File: src/dcfl_pkg.sv
package dcfl_pkg;

   localparam int TABLE_DEPTH = 256;
   localparam int IDX_W       = 8;
   localparam int CNT_W       = 9;

   localparam logic ACT_ALLOC   = 1'b0;
   localparam logic ACT_RELEASE = 1'b1;

   // chain flag bits: bit 0 next, bit 1 device writes
   localparam int FLAG_NEXT_BIT = 0;
   localparam logic [1:0] FLAGS_NEXT       = 2'b01;
   localparam logic [1:0] FLAGS_WRITE      = 2'b10;
   localparam logic [1:0] FLAGS_NEXT_WRITE = 2'b11;

   localparam logic [1:0] FREED_MAX = 2'd3;
   localparam logic [CNT_W-1:0] NEED_BASE = 9'd2;

   typedef struct packed {
      logic             action;
      logic             has_data;
      logic             device_writes_data;
      logic [IDX_W-1:0] release_head;
   } req_type;

   typedef struct packed {
      logic             granted;
      logic [IDX_W-1:0] head_index;
      logic [IDX_W-1:0] data_index;
      logic [IDX_W-1:0] status_index;
      logic [CNT_W-1:0] free_count;
      logic [1:0]       freed_count;
   } rsp_type;

   typedef struct packed {
      logic [1:0]       flags;
      logic [IDX_W-1:0] link;
   } entry_type;

   typedef struct packed {
      logic             rd_en;
      logic [IDX_W-1:0] rd_addr;
      logic             wr_en;
      logic [IDX_W-1:0] wr_addr;
      entry_type        wr_data;
   } mem_req_type;

   typedef enum logic [1:0] {
      ST_IDLE,
      ST_WALK,
      ST_DONE
   } state_type;

endpackage

File: src/dcfl_mem.sv
module dcfl_mem (
   input  logic                  clock,
   input  logic                  reset,
   input  dcfl_pkg::mem_req_type mem_req,
   output dcfl_pkg::entry_type   rd_data
);

   dcfl_pkg::entry_type mem_ff [dcfl_pkg::TABLE_DEPTH];
   dcfl_pkg::entry_type mem_q_ff;
   dcfl_pkg::entry_type fwd_data_ff;
   logic [dcfl_pkg::TABLE_DEPTH-1:0] valid_ff;
   logic                             rd_valid_ff;
   logic                             fwd_ff;
   logic [dcfl_pkg::IDX_W-1:0]       rd_addr_ff;

   always_ff @(posedge clock) begin
      if (mem_req.wr_en) begin
         mem_ff[mem_req.wr_addr] <= mem_req.wr_data;
      end
      if (mem_req.rd_en) begin
         mem_q_ff <= mem_ff[mem_req.rd_addr];
      end
   end

   // entries never written read as their reset value
   always_ff @(posedge clock) begin
      if (reset) begin
         valid_ff <= '0;
      end else if (mem_req.wr_en) begin
         valid_ff[mem_req.wr_addr] <= 1'b1;
      end
   end

   // same-cycle write to the entry being read is forwarded
   always_ff @(posedge clock) begin
      if (mem_req.rd_en) begin
         rd_addr_ff  <= mem_req.rd_addr;
         rd_valid_ff <= valid_ff[mem_req.rd_addr];
         fwd_ff      <= mem_req.wr_en && (mem_req.wr_addr == mem_req.rd_addr);
         fwd_data_ff <= mem_req.wr_data;
      end
   end

   always_comb begin
      if (fwd_ff) begin
         rd_data = fwd_data_ff;
      end else if (rd_valid_ff) begin
         rd_data = mem_q_ff;
      end else begin
         rd_data.flags = 2'b00;
         rd_data.link  = rd_addr_ff - 8'd1;
      end
   end

endmodule

File: src/dcfl_walk.sv
module dcfl_walk #(
   parameter int QUEUE_SIZE = 256
) (
   input  logic                  clock,
   input  logic                  reset,
   input  logic                  req_valid,
   output logic                  req_ready,
   input  dcfl_pkg::req_type     req_data,
   output dcfl_pkg::mem_req_type mem_req,
   input  dcfl_pkg::entry_type   mem_rd_data,
   output logic                  done_valid,
   input  logic                  done_ready,
   output dcfl_pkg::rsp_type     done_data
);

   localparam logic [dcfl_pkg::CNT_W-1:0] QS_CNT   = 9'(QUEUE_SIZE);
   localparam logic [dcfl_pkg::IDX_W-1:0] HEAD_RST = 8'(QUEUE_SIZE - 1);

   dcfl_pkg::state_type state_ff, state_in;
   dcfl_pkg::req_type   item_ff, item_in;
   dcfl_pkg::rsp_type   rsp_ff, rsp_in;
   logic [dcfl_pkg::IDX_W-1:0] cur_ff, cur_in;
   logic [dcfl_pkg::IDX_W-1:0] free_head_ff, free_head_in;
   logic [dcfl_pkg::CNT_W-1:0] free_total_ff, free_total_in;
   logic [1:0]                 pos_ff, pos_in;

   logic                       accept;
   logic                       in_is_rel;
   logic                       in_need_ok;
   logic                       in_rel_ok;
   logic                       start_walk;
   logic                       item_is_rel;
   logic                       alloc_last;
   logic                       rel_stop;
   logic                       walk_end;
   logic [dcfl_pkg::CNT_W-1:0] in_need;
   logic [dcfl_pkg::CNT_W-1:0] item_need;
   logic [dcfl_pkg::CNT_W-1:0] total_inc;
   logic [1:0]                 last_pos;
   logic [1:0]                 pos_next;
   logic [1:0]                 alloc_flags;

   assign accept      = req_valid && (state_ff == dcfl_pkg::ST_IDLE);
   assign in_is_rel   = req_data.action == dcfl_pkg::ACT_RELEASE;
   assign in_need     = dcfl_pkg::NEED_BASE + 9'(req_data.has_data);
   assign in_need_ok  = free_total_ff >= in_need;
   assign in_rel_ok   = {1'b0, req_data.release_head} < QS_CNT;
   assign start_walk  = accept && (in_is_rel ? in_rel_ok : in_need_ok);

   assign item_is_rel = item_ff.action == dcfl_pkg::ACT_RELEASE;
   assign item_need   = dcfl_pkg::NEED_BASE + 9'(item_ff.has_data);
   assign last_pos    = item_ff.has_data ? 2'd2 : 2'd1;
   assign alloc_last  = pos_ff == last_pos;
   assign pos_next    = pos_ff + 2'd1;
   assign rel_stop    = !mem_rd_data.flags[dcfl_pkg::FLAG_NEXT_BIT]
                        || (pos_next == dcfl_pkg::FREED_MAX)
                        || ({1'b0, mem_rd_data.link} >= QS_CNT);
   assign walk_end    = item_is_rel ? rel_stop : alloc_last;
   assign total_inc   = (free_total_ff < QS_CNT) ? free_total_ff + 9'd1 : free_total_ff;

   always_comb begin
      if (pos_ff == 2'd0) begin
         alloc_flags = dcfl_pkg::FLAGS_NEXT;
      end else if (alloc_last) begin
         alloc_flags = dcfl_pkg::FLAGS_WRITE;
      end else if (item_ff.device_writes_data) begin
         alloc_flags = dcfl_pkg::FLAGS_NEXT_WRITE;
      end else begin
         alloc_flags = dcfl_pkg::FLAGS_NEXT;
      end
   end

   // next state
   always_comb begin
      state_in = state_ff;
      unique case (state_ff)
         dcfl_pkg::ST_IDLE: begin
            if (accept) begin
               state_in = start_walk ? dcfl_pkg::ST_WALK : dcfl_pkg::ST_DONE;
            end
         end
         dcfl_pkg::ST_WALK: begin
            if (walk_end) begin
               state_in = dcfl_pkg::ST_DONE;
            end
         end
         dcfl_pkg::ST_DONE: begin
            if (done_ready) begin
               state_in = dcfl_pkg::ST_IDLE;
            end
         end
         default: state_in = dcfl_pkg::ST_IDLE;
      endcase
   end

   // outputs
   always_comb begin
      req_ready  = state_ff == dcfl_pkg::ST_IDLE;
      done_valid = state_ff == dcfl_pkg::ST_DONE;
      done_data  = rsp_ff;
      mem_req    = '0;
      unique case (state_ff)
         dcfl_pkg::ST_IDLE: begin
            mem_req.rd_en   = start_walk;
            mem_req.rd_addr = in_is_rel ? req_data.release_head : free_head_ff;
         end
         dcfl_pkg::ST_WALK: begin
            mem_req.wr_en   = 1'b1;
            mem_req.wr_addr = cur_ff;
            if (item_is_rel) begin
               // push: link to old top, keep flags
               mem_req.wr_data.flags = mem_rd_data.flags;
               mem_req.wr_data.link  = free_head_ff;
            end else begin
               mem_req.wr_data.flags = alloc_flags;
               mem_req.wr_data.link  = mem_rd_data.link;
            end
            mem_req.rd_en   = !walk_end;
            mem_req.rd_addr = mem_rd_data.link;
         end
         dcfl_pkg::ST_DONE: begin
            mem_req = '0;
         end
         default: mem_req = '0;
      endcase
   end

   // datapath next values
   always_comb begin
      item_in       = item_ff;
      rsp_in        = rsp_ff;
      cur_in        = cur_ff;
      pos_in        = pos_ff;
      free_head_in  = free_head_ff;
      free_total_in = free_total_ff;
      if (accept) begin
         item_in           = req_data;
         pos_in            = 2'd0;
         rsp_in            = '0;
         rsp_in.free_count = free_total_ff;
         if (in_is_rel) begin
            rsp_in.head_index = req_data.release_head;
            cur_in            = req_data.release_head;
         end else begin
            cur_in = free_head_ff;
         end
      end else if (state_ff == dcfl_pkg::ST_WALK) begin
         cur_in = mem_rd_data.link;
         pos_in = pos_next;
         if (item_is_rel) begin
            free_head_in       = cur_ff;
            free_total_in      = total_inc;
            rsp_in.freed_count = pos_next;
            rsp_in.free_count  = total_inc;
         end else begin
            if (pos_ff == 2'd0) begin
               rsp_in.head_index = cur_ff;
            end else if (!alloc_last) begin
               rsp_in.data_index = cur_ff;
            end
            if (alloc_last) begin
               rsp_in.status_index = cur_ff;
               rsp_in.granted      = 1'b1;
               free_head_in        = mem_rd_data.link;
               free_total_in       = free_total_ff - item_need;
               rsp_in.free_count   = free_total_ff - item_need;
            end
         end
      end
   end

   always_ff @(posedge clock) begin
      if (reset) begin
         state_ff      <= dcfl_pkg::ST_IDLE;
         free_head_ff  <= HEAD_RST;
         free_total_ff <= QS_CNT;
      end else begin
         state_ff      <= state_in;
         free_head_ff  <= free_head_in;
         free_total_ff <= free_total_in;
      end
   end

   always_ff @(posedge clock) begin
      item_ff <= item_in;
      rsp_ff  <= rsp_in;
      cur_ff  <= cur_in;
      pos_ff  <= pos_in;
   end

endmodule

File: src/dcfl_obuf.sv
module dcfl_obuf (
   input  logic              clock,
   input  logic              reset,
   input  logic              in_valid,
   output logic              in_ready,
   input  dcfl_pkg::rsp_type in_data,
   output logic              out_valid,
   input  logic              out_ready,
   output dcfl_pkg::rsp_type out_data
);

   logic              valid_ff, valid_in;
   dcfl_pkg::rsp_type data_ff;

   assign in_ready  = !valid_ff || out_ready;
   assign out_valid = valid_ff;
   assign out_data  = data_ff;

   always_comb begin
      valid_in = valid_ff;
      if (in_valid && in_ready) begin
         valid_in = 1'b1;
      end else if (out_ready) begin
         valid_in = 1'b0;
      end
   end

   always_ff @(posedge clock) begin
      if (reset) begin
         valid_ff <= 1'b0;
      end else begin
         valid_ff <= valid_in;
      end
   end

   always_ff @(posedge clock) begin
      if (in_valid && in_ready) begin
         data_ff <= in_data;
      end
   end

endmodule

File: src/descriptor_chain_free_list.sv
// Descriptor chain free list.
// req_ channel: one word per item. action selects allocate (pop a chain of
// two descriptors, or three with has_data) or release (walk a used chain
// from release_head and push each entry back, at most three).
// rsp_ channel: exactly one word per item: granted, chain indices, free
// count after the item and, for a release, the number freed.
// One item is in work at a time. Each descriptor visited is one pass of
// the descriptor table's read-modify-write loop (registered read, with
// same-entry forwarding). A refused allocate or an out-of-range release
// head visits no descriptor; the item goes straight to its response word.
// Results sit in an output register; while rsp_ready is low the block
// still takes and finishes one more item, then holds it until the register
// frees. Reset (synchronous) makes the whole queue free; table entries not
// yet written read as their reset value, so no clearing pass is needed.
module descriptor_chain_free_list #(
   parameter int QUEUE_SIZE = 256
) (
   input  logic              clock,
   input  logic              reset,
   input  logic              req_valid,
   output logic              req_ready,
   input  dcfl_pkg::req_type req_data,
   output logic              rsp_valid,
   input  logic              rsp_ready,
   output dcfl_pkg::rsp_type rsp_data
);

   dcfl_pkg::mem_req_type mem_req;
   dcfl_pkg::entry_type   mem_rd_data;
   logic                  done_valid;
   logic                  done_ready;
   dcfl_pkg::rsp_type     done_data;

   dcfl_mem u_mem (
      .clock   (clock),
      .reset   (reset),
      .mem_req (mem_req),
      .rd_data (mem_rd_data)
   );

   dcfl_walk #(
      .QUEUE_SIZE (QUEUE_SIZE)
   ) u_walk (
      .clock       (clock),
      .reset       (reset),
      .req_valid   (req_valid),
      .req_ready   (req_ready),
      .req_data    (req_data),
      .mem_req     (mem_req),
      .mem_rd_data (mem_rd_data),
      .done_valid  (done_valid),
      .done_ready  (done_ready),
      .done_data   (done_data)
   );

   dcfl_obuf u_obuf (
      .clock     (clock),
      .reset     (reset),
      .in_valid  (done_valid),
      .in_ready  (done_ready),
      .in_data   (done_data),
      .out_valid (rsp_valid),
      .out_ready (rsp_ready),
      .out_data  (rsp_data)
   );

endmodule
File: config.mk
export PLATFORM = sky130hd
export DESIGN_NAME = descriptor_chain_free_list
export DESIGN_NICKNAME = d
export VERILOG_FILES = /design/src/dcfl_pkg.sv /design/src/dcfl_mem.sv /design/src/dcfl_walk.sv /design/src/dcfl_obuf.sv /design/src/descriptor_chain_free_list.sv
export SDC_FILE = /design/constraint.sdc
export NUM_CORES = 2
export LEC_CHECK = 0
export BUFFER_PORTS_ARGS = -buffer_cell sky130_fd_sc_hd__buf_2
export CAP_MARGIN = 20
export CORE_MARGIN = 3
export CORE_UTILIZATION = 55
export DETAILED_ROUTE_END_ITERATION = 7
export PLACE_DENSITY_LB_ADDON = 0.25
export SYNTH_ARGS = -nofsm -noshare
export SYNTH_HDL_FRONTEND = slang
export SYNTH_SLANG_ARGS = --single-unit
File: constraint.sdc
create_clock -name clock -period 15.9 [get_ports clock]
set_input_delay 3.18 -clock clock [delete_from_list [all_inputs] [get_ports clock]]
set_output_delay 3.18 -clock clock [all_outputs]
set_load 0.005 [all_outputs]
# After elaboration in Yosys (flattened, before gate mapping)
# Memories as Yosys holds them, arrays and structs flattened. A register that Yosys moved wholly into a read port is not among the register bits.
# Index checks and enable logic that the tools add are counted.
# classes
add_sub_neg	6
n_lt_le_gt_ge	5
eq_ne	9
muxes	42
bitwise_logic	5
reduce_logical	24
# ops
cell	count
bitwise OR 256 bit	1
two-way mux 8 bit	9
two-way mux 35 bit	2
two-way mux 9 bit	4
two-way mux 10 bit	3
two-way mux 24 bit	1
two-way mux 19 bit	1
< comparator 8 x 9 -> 1 bit (second input constant)	2
two-way mux 2 bit	9
one-hot mux 9 bit (2 select lines)	1
two-way mux 17 bit	1
AND reduction 3 bit	4
adder 9 x 1 -> 9 bit (second input constant)	1
greater-or-equal comparator 9 bit	1
< comparator 9 bit (second input constant)	1
subtractor 9 bit	1
binary-select mux 1 bit (select 8 bit)	1
demux 1 bit (select 8 bit)	1
equality test 8 bit	1
greater-or-equal comparator 8 x 1 -> 1 bit (second input constant)	1
two-way mux 1 bit	8
nonzero test 2 bit	4
subtractor 8 x 1 -> 8 bit (second input constant)	1
adder 2 x 1 -> 3 bit (first input constant)	2
other kinds (15)	30
# totals
regBits	381
ramBits	2560
out_inout_bits	38
elab_cells	119
mem_count	1
# mem_list
name	words	word_bits	rd	rd_ports_with_merged_regs	write_ports	line_no	text
u_mem.mem_ff	256	10	1	1	1	dcfl_mem.sv:8	dcfl_pkg::entry_type mem_ff [dcfl_pkg::TABLE_DEPTH];

# Longest topological paths before layout
# logic_depth
depth_word	11
mapped_depth	17
depth_no_buf	13

# Hierarchy
# From an unflattened synthesis, not the netlist that was laid out.
# unflattened
cells_unflattened	6129
area_unflattened_um2	114522.3
# by_module_without_submodules
module	instances	cells_each	area_each_um2	seq_area_each_um2
dcfl_mem	1	5708	109860.4	82899.5
dcfl_walk	1	380	3525.9	1641.6
dcfl_obuf	1	41	1136.1	1101.1

# Least setup slack after synthesis
# No wires, ideal clock.
# synth_path
path_kind	reg2reg
start	reg u_walk.state_ff[0]
end	reg u_mem.fwd_data_ff[8] in the netlist's numbering, data pin
setup_ns	2.251
arrival_ns	11.698
required_time_ns	13.649
setup_slack_ns	1.950
stages_incl_launch_ff	7
path_buffers	4
period_less_slack_ns	13.950
cell_sequence	dfxtp_1 > buf_2 > nand2b_1 > clkbuf_1 > clkbuf_1 > clkbuf_1 > a211oi_1
# synth_rtl
element	line_no	text
start, declared	dcfl_walk.sv:19	dcfl_pkg::state_type state_ff, state_in;
start signal, assigned	dcfl_walk.sv:174	state_ff <= dcfl_pkg::ST_IDLE;
start signal, assigned	dcfl_walk.sv:178	state_ff <= state_in;
end signal, assigned	dcfl_mem.sv:40	fwd_data_ff <= mem_req.wr_data;
end, declared	dcfl_mem.sv:10	dcfl_pkg::entry_type fwd_data_ff;

# Worst setup path in the final report
# layout_path
start	in req_data[10] in the netlist's numbering
end	reg u_mem.mem_q_ff[2] (netlist name)
# layout_via
elab_chain_len	3
# layout_lines
element	line_no	text
start, declared	descriptor_chain_free_list.sv:22	input dcfl_pkg::req_type req_data,
two-way mux 1 bit	dcfl_walk.sv:48	assign start_walk = accept && (in_is_rel ? in_rel_ok : in_need_ok);
logical AND 1 bit	dcfl_walk.sv:48	
one-hot mux 9 bit (2 select lines) *	dcfl_walk.sv:102	unique case (state_ff)
# Every way passes the cells marked *; elsewhere a longest branch is shown, timed or not.
# A chain may end at the register's enable or synchronous reset.

==> reports/metrics.yaml <==
sta:
  setup_tns_ps: 0
  slew_violations: 0
  rsz0062_at_grt: "false"
  hold_violations: 0
  clock_skew_ps: 58.6
  max_slew_margin_pct: 22.2
  setup_violations: 0
  period_share_pct: 52.2
  worstMarginPinSlew_ps: 1160
  fmax_mhz: 121
  layout_min_cycle_time_ps: 8300
worst_setup_path:
  r2r_cells: 12
  path_class: "input pin to flop"
  slowest_stage: "nor4_1"
  path_common_cell: "buf_4"
  worstPathCellList: "buf_2 > mux2i_1 > a21oi_2 > buf_4 > nand2_8 > inv_8 > buf_4 > buf_4 > mux2i_1 > a221oi_1 > nor4_1 > o221ai_1 > or4_1"
  r2r_start: "u_mem.rd_valid_ff$_DFFE_PP_"
  critPathLaunchType: "input pin"
  worstSetupEndpointType: "flop"
  cpPeakStageDelay_ps: 750
  regToRegSetupSlack_ps: 9360
  crit_start: "req_data[10]"
  crit_end: "u_mem.mem_q_ff[2]$_DFFE_PP_"
  critical_path_arrival_ps: 8960
  cp_data_required_time_ps: 16560
  worstReg2RegEnd: "u_mem.mem_q_ff[2]$_DFFE_PP_"
  crit_fanout: 92
clock_network:
  clock_sinks: 2692
  cts_max_level: 5
  numCtsBuffers: 283
  cts_setup_buffers: 0
  max-clock-path-buffers: 4
  ctsHoldBuffers: 0
  cts_tree: "built"
  cts_resized: 0
  clock_latency_ps: 930
  root_buffer: "clkbuf_16"
  path_clk_slew_ps: 60
yosys:
  yosysTopAreaCellShare_pct: 67.8
  synth_edf_count: 2395
  netlist_top_cells_area: "edfxtp_1 (68%), dfxtp_1 (5.6%), nand2_1 (5.0%)"
  ys_ff_latch: 2692
  synth.most_common_cell: "edfxtp_1"
  syn_inst: 7847
  synth_xor_xnor_area_share_pct: 0.132
  synth_compound_area_share_pct: 9.00
  synth_cell_types: 74
  syn_area_per_cell_um2: 13.5
  synthAdderAreaFrac_pct: 0.0825
  synth_nets: 7869
  syn_area_um2: 106000
  yosysTopAreaCell: "edfxtp_1"
  yosys_warnings: 0
  synthSimpleGateAreaFrac_pct: 10.6
  synthArstFlopShare_pct: 0
  synthMuxAreaShare_pct: 4.36
  yosys-top-cells-count: "edfxtp_1 (2395), nand2_1 (1409), nor2_1 (810)"
  synthFlopType: "edfxtp_1"
  ys_seq_area_share_pct: 73.4
  synth_top_family_by_area: "simple AND/OR/NAND/NOR gates"
floorplan:
  ioPinCount: 53
  die_h_um: 445
  start_util_pct: 55.6
  rows: 160
  die_w_um: 445
  core_area_um2: 191000
  dieArea_um2: 198000
route:
  dr.pass1.iters: 8
  vias: 67100
  drt_first_iter_violations: 8906
  finalWirelength_mm: 279
  drc: 0
  vias_per_cell: 6.39
  routedWlPerCell_um: 26.6
  drtAntennaViolNets: 0
global_routing:
  antenna_found_initial: 9
  grt_pass1_wl_mm: 410
  grt_util_all_layers_pct: 27.6
  grt_pass1_vias: 63300
  grt-ovfl-total: 0
  grt_max_degree: 202
power_and_ir_drop:
  power_density_nw_per_um2: 153
  ir_worst_vdd_uv: 138
  leakagePower_nw: 39.8
finish:
  drive_above_1_share_pct: 8.85
  layout.nets: 7795
  area.growth.synth_to_final_pct: 10.6
  final_util_pct: 61.5
  layout.cells.non_filler: 10500
flow_run:
  max_cap_viol_count: 0
place:
  dp_cells: 9967
  hpwl_mm: 155
  portBuffers: 51
  gp_congestion: 0.905
outcome:
  outcome: "finished, final reports clean"
worst_hold_path:
  hp-class: "flop to flop"
-- state kept, by name (all words and copies together) (netlist names) --
register,cells
u_mem.fwd_data_ff,9
u_mem.fwd_ff,1
u_mem.mem_ff,2304
u_mem.mem_q_ff,9
u_mem.rd_addr_ff,8
u_mem.rd_valid_ff,1
u_mem.valid_ff,256
u_obuf.out_data,36
u_obuf.out_valid,1
u_walk.cur_ff,8
u_walk.done_data,36
u_walk.free_head_ff,8
u_walk.free_total_ff,9
u_walk.item_ff,1
u_walk.item_is_rel,1
u_walk.pos_ff,2
u_walk.state_ff,2
-- power breakdown --
group          switching, mW  total [mW]  internal, mW
combinational           2.70        3.70         0.997
sequential            0.0759        8.02          7.94
clock                   2.63        6.28          3.65
-- layer usage --
layer	up-vias	track usage [%]	part of all wire, %
li1	29400	-	-
met1	33400	38.4	39
met2	3750	42.1	46
met3	617	6.06	11
met4	0	11.8	4.3
met5	-	0	0
-- through the flow --
step | worst slack [ps] | hold WS (ps) | area, um2 | power (mW)
final | 7600 | 415 | 117000 | 18.0
after global routing | 7570 | 422 | 117000 | 18.5
after CTS | 7890 | 420 | 117000 | 18.0
after detailed placement | 6910 | 407 | 108000 | 11.8
after global placement | 6920 | 401 | 108000 | 11.7
after floorplan | 1950 | 400 | 106000 | 10.5
-- logic make-up after synthesis --
logic type | after synthesis
multiplexers | 439
XOR/XNOR | 16
adder cells (fa/ha/maj) | 7
AND/OR/NAND/NOR | 2718
flip-flops | 2692
buffers and inverters | 580
AO/OA/AOI/OAI | 1395
-- final cells by class --
class / instances / area, um2
clock inverters: 94 / 753
inverters: 23 / 101
repair buffers: 198 / 1710
flip-flops and latches: 2692 / 77900
clock buffers: 393 / 7960
fillers: 13900 / 73600
diodes: 10 / 25.0
multi-input cells: 4575 / 25800
well taps: 2511 / 3140
-- worst min-delay path by stage --
stage               cells after the start                            from                             to  slack [ps]
global placement                        0   u_walk.done_data[2]$_DFFE_PP_   u_obuf.out_data[2]$_DFFE_PP_         400
floorplan                               0  u_walk.done_data[10]$_DFFE_PP_  u_obuf.out_data[10]$_DFFE_PP_         400
global route                            0   u_walk.done_data[3]$_DFFE_PP_   u_obuf.out_data[3]$_DFFE_PP_         420
finish                                  0   u_walk.done_data[2]$_DFFE_PP_   u_obuf.out_data[2]$_DFFE_PP_         410
detailed placement                      0   u_walk.done_data[2]$_DFFE_PP_   u_obuf.out_data[2]$_DFFE_PP_         410
CTS                                     0   u_walk.done_data[2]$_DFFE_PP_   u_obuf.out_data[2]$_DFFE_PP_         420
-- critical path: cells and delay by family --
family	cells	cell delay, ps
AND/OR/NAND/NOR	3	1720
multiplexers	2	460
AO/OA/AOI/OAI	3	810
buffers and inverters	5	2510
-- placed cells by master (no fill, tap or decap), types with 36 or more instances in the layout --
master	synthesis	final
a32oi_1	64	64
nand2_1	1409	1398
a21oi_1	535	533
clkbuf_8	0	36
nand3_1	220	216
and3_1	121	120
edfxtp_1	2395	2395
dfxtp_1	297	297
a311oi_1	42	42
a22oi_1	39	39
mux2i_1	405	405
clkbuf_16	0	289
clkbuf_1	272	70
a31oi_1	117	117
clkinv_2	0	39
buf_4	42	104
o21ai_0	68	68
nor4_1	57	57
buf_2	194	50
a221oi_1	334	334
nor2_1	810	798
Note: power is estimated with default switching activity, not from simulation.
